**config.mk**
```make
export PLATFORM = sky130hd
export DESIGN_NAME = gtss_slot_table
export DESIGN_NICKNAME = d
export VERILOG_FILES = /design/src/design/gtss_pkg.sv /design/src/design/gtss_slot_table.sv
export SDC_FILE = /design/constraint.sdc
export NUM_CORES = 1
export LEC_CHECK = 0
export ABC_CLOCK_PERIOD_IN_PS = 7300
export BUFFER_PORTS_ARGS = -buffer_cell sky130_fd_sc_hd__buf_2
export CAP_MARGIN = 20
export CORE_UTILIZATION = 35
export CTS_BUF_LIST = sky130_fd_sc_hd__clkbuf_4
export CTS_CLUSTER_DIAMETER = 30
export DETAILED_ROUTE_END_ITERATION = 8
export SETUP_SLACK_MARGIN = 0.02
export SYNTH_ARGS = -nofsm -noshare
export SYNTH_HDL_FRONTEND = slang
export SYNTH_SLANG_ARGS = --single-unit
```
**constraint.sdc**
```tcl
create_clock -name clock -period 7.3 [get_ports clock]
set_input_delay 0.365 -clock clock [delete_from_list [all_inputs] [get_ports clock]]
set_output_delay 0.365 -clock clock [all_outputs]
set_load 0.1 [all_outputs]
```
**src/design/gtss_pkg.sv**
```systemverilog
// Package for the generation-tagged slot store.
// Holds the operation and status codes, field widths and the request structs
// shared by the controller and the two storage modules. No dependencies.
package gtss_pkg;

   localparam int GEN_W     = 32;
   localparam int BYTE_W    = 8;
   localparam int SLOT_F_W  = 8;
   localparam int IDX_W_MAX = 8;
   localparam int CNT_W     = 8;
   // Three pools of at most 256 slots each need ten row bits.
   localparam int ROW_W_MAX = 10;

   typedef enum logic [1:0] {
      OP_CLAIM   = 2'd0,
      OP_WRITE   = 2'd1,
      OP_READ    = 2'd2,
      OP_RELEASE = 2'd3
   } op_type;

   typedef enum logic [1:0] {
      STAT_OK      = 2'd0,
      STAT_INVALID = 2'd1,
      STAT_DENIED  = 2'd2,
      STAT_FULL    = 2'd3
   } status_type;

   localparam logic [1:0] KIND_SECRET  = 2'd0;
   localparam logic [1:0] KIND_MESSAGE = 2'd1;
   localparam logic [1:0] KIND_TOKEN   = 2'd2;
   localparam logic [1:0] KIND_INVALID = 2'd3;

   typedef struct packed {
      logic             occupied;
      logic [GEN_W-1:0] generation;
   } slot_meta_type;

   typedef struct packed {
      logic                 we;
      logic [ROW_W_MAX-1:0] row;
      slot_meta_type        wdata;
   } meta_req_type;

   typedef struct packed {
      logic                 we;
      logic [ROW_W_MAX-1:0] row;
      logic [IDX_W_MAX-1:0] idx;
      logic [BYTE_W-1:0]    wdata;
   } byte_req_type;

endpackage

```
**src/design/gtss_slot_table.sv**
```systemverilog
// Slot table: occupied flag and generation for every slot of every pool.
// Depends on gtss_pkg. Runs a clearing pass over all rows after reset.
module gtss_slot_table import gtss_pkg::*; #(
   parameter int SLOTS = 8
) (
   input  logic          clock,
   input  logic          reset,
   input  meta_req_type  meta_req,
   output slot_meta_type meta_rdata,
   output logic          tbl_ready
);

   localparam int ROWS  = 3 * SLOTS;
   localparam int ROW_W = $clog2(ROWS);

   slot_meta_type mem [ROWS];

   logic             clr_busy_ff, clr_busy_in;
   logic [ROW_W-1:0] clr_ptr_ff, clr_ptr_in;
   logic             wr_en;
   logic [ROW_W-1:0] wr_row;
   slot_meta_type    wr_data;
   slot_meta_type    rdata_ff;

   always_comb begin
      clr_busy_in = clr_busy_ff;
      clr_ptr_in  = clr_ptr_ff;
      if (clr_busy_ff) begin
         if (clr_ptr_ff == ROW_W'(ROWS - 1)) begin
            clr_busy_in = 1'b0;
         end else begin
            clr_ptr_in = clr_ptr_ff + 1'b1;
         end
      end
   end

   // The clearing pass owns the write port until it is done.
   assign wr_en   = clr_busy_ff | meta_req.we;
   assign wr_row  = clr_busy_ff ? clr_ptr_ff : meta_req.row[ROW_W-1:0];
   assign wr_data = clr_busy_ff ? '0 : meta_req.wdata;

   always_ff @(posedge clock) begin
      if (reset) begin
         clr_busy_ff <= 1'b1;
         clr_ptr_ff  <= '0;
      end else begin
         clr_busy_ff <= clr_busy_in;
         clr_ptr_ff  <= clr_ptr_in;
      end
   end

   always_ff @(posedge clock) begin
      if (wr_en) begin
         mem[wr_row] <= wr_data;
      end
      rdata_ff <= mem[meta_req.row[ROW_W-1:0]];
   end

   assign meta_rdata = rdata_ff;
   assign tbl_ready  = ~clr_busy_ff;

endmodule

```
# --- Word level (Yosys, flattened, before mapping) ---
# Memories as Yosys holds them, arrays and structs flattened. A register that Yosys moved wholly into a read port is not among the register bits.
# Cells that the tools add are included.
op_classes:
  muxes: 6
  add_sub_neg: 1
  eq_ne: 1
  bitwise_logic: 3
  reduce_logical: 1
op_table:
  columns: ["operator", "count"]
  rows:
  - ["2-to-1 mux 33 bit", 1]
  - ["adder 5 x 1 -> 5 bit (second input constant)", 1]
  - ["equality test 5 bit (second input constant)", 1]
  - ["2-to-1 mux 5 bit", 1]
  - ["2-to-1 mux 1 bit", 4]
  - ["inverter 1 bit", 2]
  - ["AND reduction 2 bit", 1]
  - ["OR 1 bit", 1]
totals:
  ramBits: 792
  memories: 1
  regBits: 6
  output_inout_bits: 34
  input_bits: 46
memory_table:
  columns: ["memory", "words", "word_bits", "read_ports", "rd_ports_with_merged_regs", "write_ports", "line", "text"]
  rows:
  - ["mem", 24, 33, 1, 1, 1, "gtss_slot_table.sv:16", "slot_meta_type mem [ROWS];"]

# --- Depth between registers and ports, before layout ---
logic_depth:
  word_depth: 3
  depth_mapped: 8
  mapped_depth_nobuf: 5

# --- Worst setup path after synthesis ---
# OpenSTA, ideal clock, no wires.
synth_path:
  path_kind: "register to register"
  startpoint: "register clr_busy_ff"
  endpoint: "memory mem[1][0] (netlist bit) (enable)"
  slack_ps: 4100
  period_less_slack_ps: 3200
  n_path_buf: 0
  t_arrival_ps: 2777
  path_stages_with_launch: 4
  path_cell_list: "dfxtp_1 -> inv_1 -> a31oi_1 -> nor2_1"
synth_via:
  elab_chain_len: 3
  elab_cells_between_ends: 4
synth_rtl:
  columns: ["item", "line", "text"]
  rows:
  - ["from (decl)", "gtss_slot_table.sv:18", "logic clr_busy_ff, clr_busy_in;"]
  - ["from (signal assigned)", "gtss_slot_table.sv:47", "clr_busy_ff <= clr_busy_in;"]
  - ["OR 1 bit", "gtss_slot_table.sv:38", "assign wr_en = clr_busy_ff | meta_req.we;"]
  - ["2-to-1 mux 1 bit", "gtss_slot_table.sv:53", "if (wr_en) begin"]
  - ["2-to-1 mux 1 bit (not written as such)", "gtss_slot_table.sv:54", "mem[wr_row] <= wr_data;"]
  - ["to (decl)", "gtss_slot_table.sv:16", null]
# Parallel ways exist; a longest one is shown, timed or not.

# --- Worst setup path in the final report ---
layout_path:
  startpoint: "register clr_busy_ff"
  endpoint: "memory mem[17][12] (netlist bit) (enable)"
# Same word-level chain as after synthesis.

==> Implementation_results.wiki <==
{| class="wikitable"
! Metric !! Value
|-
| Number of distinct standard cells referenced by the synthesized netlist || 37
|-
| Tot GR Track Use || 16.5%
|-
| Top-area cell type share of the netlist area || 74.3%
|-
| Placement row count || 110
|-
| Ys Warns || 0
|-
| Worst EP required || 7960 ps
|-
| Total cell area at the placement stage || 34100 sq um
|-
| Number of failing hold endpoints at the final stage || 0
|-
| Total Nets Final || 2031
|-
| Instance count after placement with tap cells included || 2907
|-
| Path category of the worst min-delay check || in2reg
|-
| Total power density per cell area || 268 nW/um^2
|-
| Num CTS Buffers || 214
|-
| Unrepaired setup endpoints after global routing || no
|-
| Area growth from synthesis to final layout || 16.8%
|-
| Global-route wire length before repair || 112000 microns
|-
| Maximum number of pins on one net before global-route repair || 99
|-
| Crit. End Element || flip-flop
|-
| Initial Utilization || 35.5%
|-
| Netlist Area Pre-Place || 32000 sq um
|-
| Max-cap viol count || 0
|-
| Area of the die || 92700 sq um
|-
| Initial antenna violation count || 4
|-
| WL/cell || 22.9 microns
|-
| Synthesized instance count || 1680
|-
| Post-Syn Nets || 1727
|-
| Count of boundary I/O pins || 80
|-
| Run status || complete, no violations
|-
| Post-route cell area || 37400 sq um
|-
| DIE HEIGHT || 304 microns
|-
| Share of synthesized registers carrying an async set or reset || 0%
|-
| Count of cells resized by post-cts repair || 0
|-
| Final WL || 76500 microns
|-
| Register-to-register path setup slack || 3950 ps
|-
| Number of detailed-route iterations in the first pass || 5
|-
| Fraction of final layout cells sized beyond drive strength 1 || 28.3%
|-
| Maximum buffer depth of the clock tree || 3
|-
| Number of H-tree levels || 4
|-
| Maximum VDD drop || 0.146 mV
|-
| Cell at the root of the clock tree || clkbuf_4
|-
| Total count of max-transition violations in the final report || 0
|-
| Final setup vio count || 0
|-
| Number of flops mapped to enable cells by yosys || 792
|-
| Post-route insts no fill || 3342
|-
| Clock network latency to the later pin of the worst-skew pair || 1050 ps
|-
| Detail Placement HPWL || 37500 microns
|-
| Seq/Total Area, Yosys || 76.7%
|-
| Initial DRC Count || 1186
|-
| Overflow left after global routing || 0
|-
| Library cell with the largest summed area after synthesis || edfxtp_1
|-
| Floorplan Core Area || 90300 sq um
|-
| Most used standard cells in the synthesized netlist || 792 x edfxtp_1, 252 x mux2i_1, 106 x nand2_1
|-
| Most common cell in the netlist || edfxtp_1
|-
| Slew margin rel. || 29.5%
|-
| Register bit total from synthesis || 831
|-
| Largest cells by area after synthesis || edfxtp_1 74%, mux2i_1 7.9%, mux4_1 3.4%
|-
| Vias per cell || 5.02
|-
| Leakage power || 0.0132 uW
|-
| Maximum achievable frequency || 0.298 GHz
|-
| Worst Max-Slew Pin Slew || 1060 ps
|-
| CTS tree || built
|-
| Time the worst path needs with I/O delays and setup || 3350 ps
|-
| CTS sink count || 831
|-
| Setup_tns || 0 ps
|-
| Die span in x || 304 microns
|-
| Post-CTS clock slew at the launch and capture registers of the worst setup and hold paths || 60 ps
|-
| Worst endpoint data arrival time || 4010 ps
|-
| Via count || 16.8k
|-
| Number of port buffers || 74
|-
| Critical setup path kind || reg2reg
|-
| Post-route ant nets || 0
|-
| Kind of launch point of the worst setup path || flip-flop
|-
| Fin util || 41.4%
|-
| Average cell area after synthesis || 19.1 sq um
|-
| Final critical-path share of the clock period || 45.9%
|-
| Maximum fanout encountered on the critical timing path || 45
|-
| Prevailing post-synth register cell || edfxtp_1
|-
| Number of global-route vias before repair || 17.9k
|-
| Final weighted congestion in routability-driven placement || 0.707
|-
| Fin Clk Skew || 77.9 ps
|-
| DRC || 0
|}
[registers in the layout, summed over array words and instances, names as in the netlist]
name,cells
mem,792
meta_rdata,33
clr_ptr_ff,5
clr_busy_ff,1
[logic make-up (layout without fill, tap and decap cells)]
logic type,after synthesis,in the layout,share of synthesized area [%]
compound gates,109,109,2.49
simple gates,282,282,4.20
flops,831,831,76.7
buf+inv,95,574,1.80
mux,359,359,14.7
other cells,0,7,0
xor+xnor,3,3,0.0821
fa+ha+maj,1,1,0.0391
[cells in the final DEF (no fill, tap or decap), types with 26 or more instances in the layout]
cell	instances
a22oi_1	86
buf_2	72
buf_4	68
clkbuf_4	338
clkinv_1	29
dfxtp_1	38
dlygate4sd3_1	37
edfxtp_1	792
mux2_2	34
mux2i_1	252
mux4_1	41
mux4_2	32
nand2_1	106
nand3_1	60
nand4_1	34
nor2_4	26
nor2b_1	27
[power by group]
part / switching (uW) / leakage [uW] / total, uW / internal, uW
sequential: 22.9 / 0.00770 / 5260 / 5240
clock: 1840 / 0.00173 / 4110 / 2270
combinational: 450 / 0.00381 / 635 / 185
total: 2310 / 0.0132 / 10000 / 7700
[cell type report]
type / count / area, sq um
antenna: 7 / 17.5
tap: 1176 / 1470
multi-input combinational: 754 / 7120
clock inverter: 53 / 365
inverter: 2 / 7.51
fill: 8120 / 52900
clock buffer: 338 / 2540
timing repair buffer: 181 / 1310
sequential: 831 / 24600
[what timing repair did]
action,CTS,global route
hold buffers,36,1
buffers inserted,0,0
endpoints found under the hold margin,770,24
[path summary, 6_finish.rpt]
kind / cells after the start / end / from
worst max-delay path: 6 / mem[17][12] / clr_busy_ff
worst min-delay path: 5 / meta_rdata[31] / meta_req[33]
worst max register to register: 6 / mem[17][12] / clr_busy_ff
worst min register to register: 2 / clr_ptr_ff[4] / clr_ptr_ff[4]
[metrics by stage]
stage	hold WS, ps	setup WS, ps	total power, uW
global route	49.0	3680	10400
finish	105	3950	10000
global placement	546	3730	5990
floorplan	437	4100	5810
detailed placement	575	3740	6000
CTS	3.65	3910	10100
[routing by layer]
layer,global-route usage [%],routed length (microns)
met3,3.61,4190
met5,0,0
met2,28.4,39200
met4,6.11,1460
met1,20.4,31700
[critical path, stage by stage (launching register included)]
cell and delay, ps:
dfxtp_2 360, buf_4 600, inv_1 260, o21ai_0 310
nand2_1 300, nor2_4 620, buf_4 490
Power figures use the tool's default switching activity.
